## config.mk

```make
export PLATFORM = sky130hd
export DESIGN_NAME = rrtn_dist
export DESIGN_NICKNAME = d
export VERILOG_FILES = /design/src/hdl/rrtn_pkg.sv /design/src/hdl/rrtn_dist.sv
export SDC_FILE = /design/constraint.sdc
export NUM_CORES = 2
export LEC_CHECK = 0
export BUFFER_PORTS_ARGS = -buffer_cell sky130_fd_sc_hd__buf_2
export CORE_ASPECT_RATIO = 2
export CORE_UTILIZATION = 40
export CTS_CLUSTER_DIAMETER = 60
export CTS_CLUSTER_SIZE = 20
export DETAILED_ROUTE_END_ITERATION = 8
export GPL_ROUTABILITY_DRIVEN = 0
export PLACE_DENSITY = 0.54
export SLEW_MARGIN = 20
export SYNTH_ARGS = -nofsm -noshare
export SYNTH_HDL_FRONTEND = slang
export SYNTH_SLANG_ARGS = --single-unit
export TNS_END_PERCENT = 30
```

## constraint.sdc

```tcl
create_clock -name clk -period 8.2 [get_ports clk]
set_clock_uncertainty 0.05 [all_clocks]
set_input_delay 0.41 -clock clk [delete_from_list [all_inputs] [get_ports clk]]
set_output_delay 0.41 -clock clk [all_outputs]
set_load 0.01 [all_outputs]
```

## src/hdl/rrtn_pkg.sv

```systemverilog
// Shared types and constants for the sampling-tree node store.
package rrtn_pkg;

	localparam int COORD_W   = 20;
	localparam int DIFF_W    = COORD_W + 1;
	localparam int SQ_W      = 2 * DIFF_W;
	localparam int DIST_W    = SQ_W;
	localparam int DSQ_OUT_W = 41;
	localparam int IDX_OUT_W = 9;
	localparam int RAD_W     = 16;
	localparam int R2_W      = 2 * RAD_W;

	typedef enum logic [1:0] {
		FN_RESTART = 2'd0,
		FN_NEAREST = 2'd1,
		FN_APPEND  = 2'd2,
		FN_TRACE   = 2'd3
	} func_t;

	typedef enum logic [1:0] {
		ST_OK         = 2'd0,
		ST_EMPTY      = 2'd1,
		ST_FULL       = 2'd2,
		ST_BAD_PARENT = 2'd3
	} status_t;

	typedef enum logic [1:0] {
		CFG_GOAL_X      = 2'd0,
		CFG_GOAL_Y      = 2'd1,
		CFG_GOAL_RADIUS = 2'd2
	} cfg_idx_t;

	typedef enum logic [2:0] {
		S_IDLE,
		S_EXEC,
		S_SCAN,
		S_DRAIN,
		S_TRACE_RD
	} fsm_t;

	typedef struct packed {
		logic                      valid;
		logic                      is_goal;
		logic signed [COORD_W-1:0] x;
		logic signed [COORD_W-1:0] y;
	} dist_tag_t;

endpackage

```

## src/hdl/rrtn_dist.sv

```systemverilog
// Three-stage squared-distance chain: difference, square, sum.
module rrtn_dist
	import rrtn_pkg::*;
	#(
	parameter int IW = 9
	) (
	input  logic                      clk,
	input  logic                      arst_n,
	input  dist_tag_t                 in_tag,
	input  logic [IW-1:0]             in_idx,
	input  logic signed [COORD_W-1:0] ax,
	input  logic signed [COORD_W-1:0] ay,
	input  logic signed [COORD_W-1:0] bx,
	input  logic signed [COORD_W-1:0] by,
	output dist_tag_t                 out_tag,
	output logic [IW-1:0]             out_idx,
	output logic [DIST_W-1:0]         out_sum,
	output logic                      busy
	);

	dist_tag_t                tag_s1, tag_s2, tag_s3;
	logic [IW-1:0]            idx_s1, idx_s2, idx_s3;
	logic signed [DIFF_W-1:0] dx_s1, dy_s1;
	logic signed [SQ_W-1:0]   sx_s2, sy_s2;
	logic [DIST_W-1:0]        sum_s3;

	always_ff @(posedge clk or negedge arst_n) begin
		if (!arst_n) begin
			tag_s1 <= '0;
			tag_s2 <= '0;
			tag_s3 <= '0;
		end else begin
			tag_s1 <= in_tag;
			tag_s2 <= tag_s1;
			tag_s3 <= tag_s2;
		end
	end

	always_ff @(posedge clk) begin
		idx_s1 <= in_idx;
		dx_s1  <= DIFF_W'(ax) - DIFF_W'(bx);
		dy_s1  <= DIFF_W'(ay) - DIFF_W'(by);
		idx_s2 <= idx_s1;
		sx_s2  <= dx_s1 * dx_s1;
		sy_s2  <= dy_s1 * dy_s1;
		idx_s3 <= idx_s2;
		sum_s3 <= DIST_W'(unsigned'(sx_s2)) + DIST_W'(unsigned'(sy_s2));
	end

	assign out_tag = tag_s3;
	assign out_idx = idx_s3;
	assign out_sum = sum_s3;
	assign busy    = tag_s1.valid | tag_s2.valid | tag_s3.valid;

endmodule

```

==> metrics.txt <==
setup TNS=0 ns; Post-synth ARST share=0.3950; total wire length=103,000 µm; status=complete, no violations; Max Freq=0.1323 GHz; reg-to-reg setup timing slack=about 0.64 ns; row count=between 150 and 200; Buf+Inv Stages, Crit Path=5; Die Footprint=between 100,000 and 150,000 µm²; Final setup viols=0; CTS clock-pin slew for the worst setup and hold paths=0.07 ns; CP cell instances=nand2_1, fa_1, inv_1, fa_1, fa_1, inv_1, fa_1, inv_1, fa_1, fa_1, inv_1, fa_1, inv_1, ha_1, a21o_1, a21o_1, a21o_1, a21o_1, a21oi_1, or3b_1, a31o_1, a21oi_1, xnor2_1; CTS tree=yes; via count=roughly 27,000; Crit Path Category=reg2reg; Iteration-0 DRC Markers=771; Slowest-stage cell, CP=fa_1; number of global-route vias before repair=30,991; top cell type by total area after synthesis=fa_1; DRC=0; crit path capture type=flip-flop; Final Cycle Share=0.9221; Synth Cell Area=40,130 µm²; Synth area leaders=fa_1 42%, inv_1 11%, ha_1 10%; Max FO, Critical Path=14; slowest stage delay, CP=~0.93 ns; max-cap violation count=0; startpoint class of the critical path=flip-flop; top_reg_cell synth=dfxtp_1; most frequent cells in the layout=1,172 x inv_1, 835 x fa_1, 329 x ha_1, 326 x nand2_1, 225 x buf_2; Synth Warn #=0; Hold Crit Class=in2reg; GRT overflow=0; number of enable flip-flop cells after synthesis=0; TritonRoute pass-1 iters=5; slew at the pin closest to its max-slew limit=0.9437 ns; CP arrival=slightly above 8 ns; CP top delay family=adder cells; gr usage total=0.2136; post-route ant nets=0; H-tree level count=1; num ports=roughly 230; layout cells sized above 1=0.08719; critical path's most frequent cell=fa_1; first-pass GRT wire length=approximately 160,000 µm; number of synthesized register bits=about 320; Root Driver=clkbuf_16; Post-Syn Instances=a little over 4,000; initial antenna violation count=0; final hold violation count=0; Syn Nets=about 5,400; Initial Utilization=0.4024; die width=between 200 and 250 µm; post-synthesis cell type count=between 60 and 70; DR WL/cell=18.03 µm; final layout net count=between 5,000 and 6,000; CTS Sinks=roughly 320; post-synthesis sequential area ratio=0.1749; Slew HR=0.3700; pin count of the biggest net entering global routing=78; most common cell after layout, fill and taps aside=inv_1; Worst EP required=a little under 9 ns; Final min period=~7.6 ns; port buffer count=~230; Setup Buffers After CTS=0; RSZ-0062 raised after global routing=no; Final HPWL DP=~90,000 µm; Clk Latency, worst-skew pair=around 0.66 ns; fin. max-slew vios=0; die height=approximately 450 µm; core box area=99,730 µm²; Layout Utilization=0.4496; Diodes inserted=0; clk buf depth=3; vias per cell=4.755; Mean Syn Cell Area=approximately 10 µm²; TritonCTS buffer count=30; top-area cell type share of the netlist area=0.4166; Area Overhead vs Synth=11.74%
-- layout make-up --
cell class              instances  area (µm²)
fillers                      9771       54890
multi-input cells            2472       28360
flip-flops and latches        319        7017
inverters                    1173        4403
repair buffers                361        2295
well taps                    1328        1662
clock buffers                  38       822.0
clock inverters                18       281.5
-- flip-flops by register name, summed over array words and instances (netlist names) --
register,count
tag_s1,42
dx_s1,21
idx_s2,9
out_tag,42
out_sum,42
idx_s1,9
dy_s1,21
sy_s2,41
sx_s2,41
out_idx,9
tag_s2,42
-- stage by stage --
step	hold WS, ns	cell area, µm²	cells	setup WS [ns]
after global placement	0.2596	43190	5599	0.7056
after floorplan	0.06441	40130	4057	0.9923
after global routing	0.05332	44840	5709	0.1967
after CTS	0.003233	44840	5709	0.5909
final	0.05344	44840	5709	0.6389
after detailed placement	0.2621	43190	5599	0.6312
-- worst reg2reg max path, delay by kind of cell (launching register included) --
family	cells	cell delay [ns]
simple gates	2	0.61
fa+ha+maj	8	4.02
compound gates	7	1.30
buf+inv	5	0.53
xor+xnor	1	0.13
flops	1	0.85
-- path summary, 6_finish.rpt --
path	from	to	depth (start not counted)
max	dx_s1[6]	sx_s2[40]	23
min	ax[0]	dx_s1[0]	4
max reg2reg	dx_s1[6]	sx_s2[40]	23
min reg2reg	idx_s1[7]	idx_s2[7]	0
max in group asynchronous	arst_n	tag_s2[9]	3
min in group asynchronous	arst_n	out_tag[38]	2
-- routing by layer --
metal	vias up	global-route usage	wire, µm
met3	270	0.01652	3108
li1	12527	-	-
met1	13729	0.1997	32450
met4	0	0.1329	7564
met5	-	0	0
met2	618	0.4320	59820
-- cell families after synthesis --
kind of cell | after synthesis | synth area share
buffers and inverters | 1266 | 0.1185
adder cells (fa/ha/maj) | 1164 | 0.5192
flip-flops | 319 | 0.1749
AND/OR/NAND/NOR | 763 | 0.08884
AO/OA/AOI/OAI | 365 | 0.05918
multiplexers | 3 | 0.0008418
XOR/XNOR | 177 | 0.03863
-- synthesized netlist by cell type, types with 26 or more instances --
library cell and count:
nor2_1 142, a21oi_1 113, nand3_1 28, o21ai_0 57
dfxtp_1 193, xnor2_1 121, fa_1 835, inv_1 1172
a21o_1 49, nand2_1 326, o21a_1 26, dfrtp_1 126
and2_1 134, nand2b_1 31, xor2_1 56, ha_1 329
nor2b_1 28, clkbuf_1 88
-- timing repair --
action / in CTS / in global routing
hold buffers: 54 / 0
endpoints found under the setup margin: 0 / 0
gates resized for setup: 0 / 0
endpoints found under the hold margin: 102 / 0
Power is not shown: default switching activity piles up to over one toggle a cycle in this logic, so the estimate is an artifact.
