==> src/hdl/rrtn_ram.sv <==
// Generic single-port RAM with registered read.
module rrtn_ram
	#(
	parameter int WIDTH = 8,
	parameter int DEPTH = 16
	) (
	input  logic                     clk,
	input  logic                     we,
	input  logic [$clog2(DEPTH)-1:0] addr,
	input  logic [WIDTH-1:0]         wdata,
	output logic [WIDTH-1:0]         rdata
	);

	logic [WIDTH-1:0] mem_q [DEPTH];

	always_ff @(posedge clk) begin
		if (we) begin
			mem_q[addr] <= wdata;
		end
		rdata <= mem_q[addr];
	end

endmodule

==> config.mk <==
export PLATFORM = sky130hd
export DESIGN_NAME = rrtn_ram
export DESIGN_NICKNAME = d
export VERILOG_FILES = /design/src/hdl/rrtn_ram.sv
export SDC_FILE = /design/constraint.sdc
export NUM_CORES = 1
export LEC_CHECK = 0
export BUFFER_PORTS_ARGS = -buffer_cell sky130_fd_sc_hd__buf_2
export CAP_MARGIN = 10
export CORE_MARGIN = 2
export CORE_UTILIZATION = 63
export CTS_BUF_LIST = sky130_fd_sc_hd__clkbuf_8
export CTS_CLUSTER_DIAMETER = 100
export DETAILED_ROUTE_END_ITERATION = 8
export PLACE_DENSITY = 0.81
export SYNTH_ARGS = -nofsm -noshare
export SYNTH_HDL_FRONTEND = slang
export SYNTH_SLANG_ARGS = --single-unit
export TNS_END_PERCENT = 100
==> constraint.sdc <==
create_clock -name clk -period 2.2 [get_ports clk]
set_input_delay 0.33 -clock clk [delete_from_list [all_inputs] [get_ports clk]]
set_output_delay 0.33 -clock clk [all_outputs]
set_load 0.03 [all_outputs]
==> results of run 1 <==
-- cell usage after synthesis --
library cell  count  area [um^2]
nand3b_1          2         15.0
dfxtp_1           8          160
nor2b_1           2         12.5
or3b_2            1         8.76
and2_1            1         6.26
clkbuf_2          1         5.00
nor2_1           13         48.8
nand2_1           9         33.8
buf_2             2         10.0
mux4_2           32          721
a22oi_1          16          120
nand2b_1          2         12.5
nand3_1           1         5.00
edfxtp_1        128         3840
buf_6             2         22.5
nor3_1            4         20.0
buf_1             4         15.0
clkbuf_1          2         7.51
-- sequential cells by signal, summed over array words and instances, names as in the netlist --
register  flops
mem_q       128
rdata         8
-- power groups by stage --
| stage | Sequential, W | Clock (W) | Combinational (W) |
|---|---|---|---|
| after detailed placement | 0.00297 | 0 | 0.000301 |
| after global placement | 0.00297 | 0 | 0.000291 |
| after floorplan | 0.00300 | 0 | 0.000149 |
| after global routing | 0.00292 | 0.00239 | 0.000322 |
| final | 0.00291 | 0.00226 | 0.000299 |
| after CTS | 0.00291 | 0.00230 | 0.000302 |
-- metrics by stage --
step	instance area [um^2]	hold slack, ps
3_5_place_dp	5400	669
3_3_place_gp	5400	653
5_1_grt	5860	274
6_report	5860	277
2_1_floorplan	5070	429
4_1_cts	5860	257
-- worst min path at each step --
stage | from | to | slack (ps) | cells after the start
6_report | wdata[7] | mem_q[7][7] | 280 | 1
5_1_grt | wdata[7] | mem_q[5][7] | 270 | 1
4_1_cts | wdata[7] | mem_q[6][7] | 260 | 1
3_5_place_dp | mem_q[12][7] | rdata[7] | 670 | 3
3_3_place_gp | mem_q[13][4] | rdata[4] | 650 | 3
2_1_floorplan | wdata[0] | mem_q[0][0] | 430 | 0
-- final cells by class --
| type | instances | area (um^2) |
|---|---|---|
| clock inverters | 14 | 208 |
| fillers | 437 | 1910 |
| multi-input cells | 83 | 1000 |
| repair buffers | 41 | 268 |
| well taps | 102 | 128 |
| flip-flops and latches | 136 | 4000 |
| clock buffers | 18 | 248 |
-- metal layers --
metal | share of wire, % | global-route usage, % | vias to the layer above
li1 | - | - | 1062
met1 | 41 | 32.6 | 1265
met2 | 52 | 37.9 | 88
met3 | 5.9 | 5.94 | 16
met4 | 1.5 | 9.78 | 0
met5 | 0 | 0 | -
-- worst reg2reg max path, stage by stage (launching register included) --
cell and delay [ps]:
edfxtp_1 380, mux4_2 490, a22oi_1 260, nand2_1 120
-- logic make-up (layout without fill, tap and decap cells) --
logic type	count (synthesis)	after routing	share of synthesized area [%]
flops	136	136	79.0
simple gates	35	35	3.21
buf+inv	11	73	1.19
mux	32	32	14.2
compound gates	16	16	2.37
==> metrics.md, run 1 <==
| Metric | Value |
|---|---|
| Status | `finished clean` |
| Initial antenna violation count | `0` |
| Via/cell ratio | `~6.2` |
| Cell family with most CP delay | `buffers and inverters` |
| Number of post-CTS setup repair buffers | `0` |
| Routed vias | `about 2400` |
| Critical Path Stages | `5` |
| DRC | `0` |
| Reg2Reg Depth | `3` |
| Slowest-stage cell, CP | `mux4_2` |
| Port Buf Inserts | `21` |
| Final min period | `between 1000 and 1500 ps` |
| Clock-pin slew on the worst setup and hold paths | `80 ps` |
| Layout area overhead | `15.6%` |
| Logic pwr share | `5.5%` |
| Synthesized cell area | `0.00507 mm^2` |
| Critical-path cell list | `buf_2 > buf_4 > mux4_2 > a22oi_1 > nand2_1` |
| Pleak | `around 2.0 nW` |
| CTS tree | `done` |
| Synth cell types | `18` |
| Final nets | `between 200 and 300` |
| Clock network power share | `between 40% and 50%` |
| Crit-path max FO | `15` |
| Overall Power | `roughly 0.0055 W` |
| Boundary pin count | `22` |
| Commonest non-fill, non-tap cells in the layout | `128 x edfxtp_1, 32 x mux4_2, 21 x buf_2, 19 x buf_4, 18 x clkbuf_8` |
| MaxCap Viol Count | `0` |
| GRT Util Overall | `23.9%` |
| RSZ-0062 raised after global routing | `false` |
| Synth Warn # | `0` |
| Iteration-0 DRC Markers | `243` |
| Sequential area share after synthesis | `between 70% and 80%` |
| R2R setup slack | `approximately 840 ps` |
| CTS buffer count | `17` |
| Critical path origin | `addr[1]` |
| Slowest Stage Delay on Critical Path | `350 ps` |
| # H-tree levels | `4` |
| Post-route setup slack | `~790 ps` |
| Maximum VDD drop | `approximately 640 uV` |
| Commonest non-fill, non-tap cell in the layout | `edfxtp_1` |
| Num rows | `32` |
| Pwr dens | `between 900 and 1000 mW/mm^2` |
| Switching share of total power | `about a fifth` |
| Pre-CTS setup slack | `about 380 ps` |
| Setup TNS | `0 ps` |
| Post-route insts no fill | `around 390` |
| CP Capture Type | `flip-flop` |
| Crit path to | `rdata[1]` |
| TritonRoute pass-1 iters | `4` |
| Root Driver | `clkbuf_8` |
| Post-CTS sizing | `0` |
| Final hold violation count | `0` |
| Utilization after layout | `approximately three quarters` |
| Ant. Diodes | `0` |
| Initial Util | `between 60% and 70%` |
| Antenna-violating nets left | `0` |
| Final Wtd Congestion | `about 0.75` |
| Grt total ovfl | `0` |
| Int Power | `~0.0044 W` |
| WS Path Type | `input port to flip-flop` |
| Buf+Inv Stages, Crit Path | `2` |
| WL final | `9090 um` |
| Core area | `about 0.0078 mm^2` |
| Fmax | `just over 0.7 GHz` |
| Sw power | `between 0.001 and 0.0015 W` |
| RR Endpoint | `rdata[1]` |
| Relative slew slack | `a little over three fifths` |
| Worst-Margin Slew | `around 550 ps` |
| Gate Count Post-Synth | `230` |
| Die X | `approximately 94 um` |
| Global-route wire length before repair | `14500 um` |
| Mean Syn Cell Area | `approximately 22 um^2` |
| Height of the die | `93.7 um` |
| Ratio of cells with drive above 1 in the final layout | `35.6%` |
| Sink Count | `around 140` |
| Worst Skew | `about 9.1 ps` |
| Vias in the first global route | `approximately 2600` |
| Nature of the critical path startpoint | `input port` |
| Tcrit/Tclk final | `64.0%` |
| CP required | `approximately 2500 ps` |
| Max Slew Vio Count | `0` |
| Largest net degree at the start of global routing | `40` |
| Synth Net Count | `244` |
| HPWL Detailed | `about 5900 um` |
| Die Area | `0.00878 mm^2` |
| Setup violators final | `0` |
| Clock Latency Late Sink | `about 420 ps` |
| CP arrival | `1710 ps` |
| Hold WC Path Type | `input port to flip-flop` |
| # hold bufs at CTS | `0` |
| Reg2reg start | `mem_q[3][1]` |
| Synth Register Bits | `about 140` |
| Placed Cells | `362` |
| DR WL/cell | `around 23 um` |
| Sequential share of power | `about 53%` |
| Maximum clock path buffer count | `2` |
Note: power is estimated with default switching activity, not from simulation.
==> inputs of run 2 (changes only) <==
Settings changed: CORE_UTILIZATION 63 to 57, PLACE_DENSITY 0.81 to 0.78.
Clock period 2.2 ns to 1.2 ns, I/O delays scaled along.
==> run 2 against run 1 <==
- the flow now finishes with violations (negative setup slack)
- first-iteration DRC count down 32%
- clock skew down 2.7 ps
- power increased by 88%
- combinational power up 130%
- sequential power up 84%
- count of clock-buffer cells in the layout is 1 lower
- largest power group unchanged
- worst setup slack lost 960 ps
- hold slack lost 120 ps
- clock power up 87%
- wire length rose by 8.6%
- cell count increased by 4.1%
- global-route usage down 1.6 points
==> metrics.md, run 2 (same netlist as run 1, synthesis figures left out) <==
| Metric | Value |
|---|---|
| Status | `finished, violations left` |
| Failing checks | `negative setup slack` |
| Post-route setup slack | `-173 ps` |
| Ant. Diodes | `0` |
| MaxCap Viol Count | `0` |
| WS Path Type | `flip-flop to flip-flop` |
| Largest net degree at the start of global routing | `19` |
| DR WL/cell | `roughly 24 um` |
| Clock-pin slew on the worst setup and hold paths | `approximately 80 ps` |
| Pwr dens | `approximately 1600 mW/mm^2` |
| Grt total ovfl | `0` |
| WL final | `between 9000 and 10000 um` |
| Final nets | `303` |
| Initial Util | `about three fifths` |
| Boundary pin count | `22` |
| Max reg flops | `around 130` |
| Crit-path max FO | `1` |
| Most flop-heavy register | `mem_q` |
| Maximum clock path buffer count | `2` |
| # H-tree levels | `4` |
| Core area | `0.00868 mm^2` |
| Clock Latency Late Sink | `~440 ps` |
| CP arrival | `1690 ps` |
| Number of post-CTS setup repair buffers | `0` |
| Top Registers | `mem_q x128, rdata x8` |
| Ratio of cells with drive above 1 in the final layout | `46.4%` |
| Fmax | `around 0.73 GHz` |
| GRT Util Overall | `between 20 and 25%` |
| Final hold violation count | `0` |
| Max Slew Vio Count | `0` |
| CP Capture Type | `flip-flop` |
| Routed vias | `roughly 2500` |
| Hold slack | `around 150 ps` |
| Via/cell ratio | `6.03` |
| Final min period | `approximately 1400 ps` |
| DRC | `0` |
| Nature of the critical path startpoint | `flip-flop` |
| Root Driver | `clkbuf_8` |
| Sink Count | `136` |
| Height of the die | `just under 100 um` |
| Iteration-0 DRC Markers | `roughly 170` |
| CTS tree | `done` |
| Die Area | `about 0.0097 mm^2` |
| Port Buf Inserts | `21` |
| Commonest non-fill, non-tap cells in the layout | `128 x edfxtp_1, 32 x mux4_2, 22 x buf_4, 18 x buf_2, 17 x clkbuf_8` |
| TritonRoute pass-1 iters | `4` |
| Overall Power | `0.0103 W` |
| Layout area overhead | `23.4%` |
| Relative slew slack | `roughly half` |
| Worst Skew | `between 6 and 7 ps` |
| RSZ-0062 raised after global routing | `true` |
| Setup violators final | `8` |
| Vias in the first global route | `approximately 2500` |
| Global-route wire length before repair | `roughly 15000 um` |
| Maximum VDD drop | `around 830 uV` |
| Antenna-violating nets left | `0` |
| Die X | `98.3 um` |
| HPWL Detailed | `6580 um` |
| Tcrit/Tclk final | `114%` |
| Initial antenna violation count | `0` |
| Final Wtd Congestion | `about 0.84` |
| Num rows | `34` |
| Commonest non-fill, non-tap cell in the layout | `edfxtp_1` |
| CP required | `1520 ps` |
| Hold WC Path Type | `input port to flip-flop` |
| Worst-Margin Slew | `roughly 750 ps` |
| CTS buffer count | `17` |
| Fill cells | `slightly above 500` |
| Pleak | `between 2 and 2.5 nW` |
[run 2: changes by cell type in the layout (fill, tap and decap cells not counted), moves of 4 or more]
cell / previous run / this run
a22oi_1: 16 / 10
a22oi_2: 0 / 6
buf_12: 1 / 11
nor2_1: 13 / 1
nor2_4: 0 / 12
nor3_1: 4 / 0
nor3_4: 0 / 4
[run 2: worst paths after layout]
| check | startpoint | to | slack (ps) | cells after the start |
|---|---|---|---|---|
| max | mem_q[11][4] | rdata[4] | -170 | 3 |
| max reg2reg | mem_q[11][4] | rdata[4] | -170 | 3 |
| min reg2reg | mem_q[7][0] | rdata[0] | 680 | 3 |
| min | wdata[7] | mem_q[9][7] | 150 | 1 |
[run 2: what timing repair did]
action	4_1_cts	5_1_grt
pin swaps	5	0
hold buffers	0	0
endpoints found under the hold margin	0	0
gates resized for setup	8	2
setup endpoints to repair	10	9
[run 2: cell type report]
type	instances	area [um^2]	share of cell area [%]
Sequential cell	136	4000	64.0
Multi-Input combinational cell	83	1180	18.9
Clock buffer	17	234	3.74
Tap cell	108	135	2.16
Clock inverter	15	223	3.56
Timing Repair Buffer	51	475	7.60
[run 2: layer usage]
metal	global-route usage [%]	vias to the layer above	wire, um
met2	33.3	106	4900
met1	31.7	1266	4000
met3	6.23	17	719
met5	0	-	0
met4	9.17	0	251
li1	-	1083	-
[run 2: critical path, cell delays in order, from the launching register on]
cell	delay, ps
edfxtp_1	390
mux4_2	510
a22oi_2	280
nand2_1	70
[run 2: power by group]
| group | leakage, nW | switching [W] | internal (W) |
|---|---|---|---|
| clock | 0.225 | 0.00175 | 0.00249 |
| combinational | 0.612 | 0.000406 | 0.000286 |
| sequential | 1.22 | 0.0000373 | 0.00530 |
[run 2: metrics by stage]
stage	setup slack [ps]	TNS, ps	utilization, %	std cells	cell area (um^2)
after detailed placement	-483	-34630	66.4	378	5760
after floorplan	-114	-1680	-	230	5260
after global routing	-188	-1050	72.1	410	6250
after CTS	-115	-704	72.0	410	6250
final	-173	-752	72.1	410	6250
after global placement	-463	-33710	66.4	378	5760
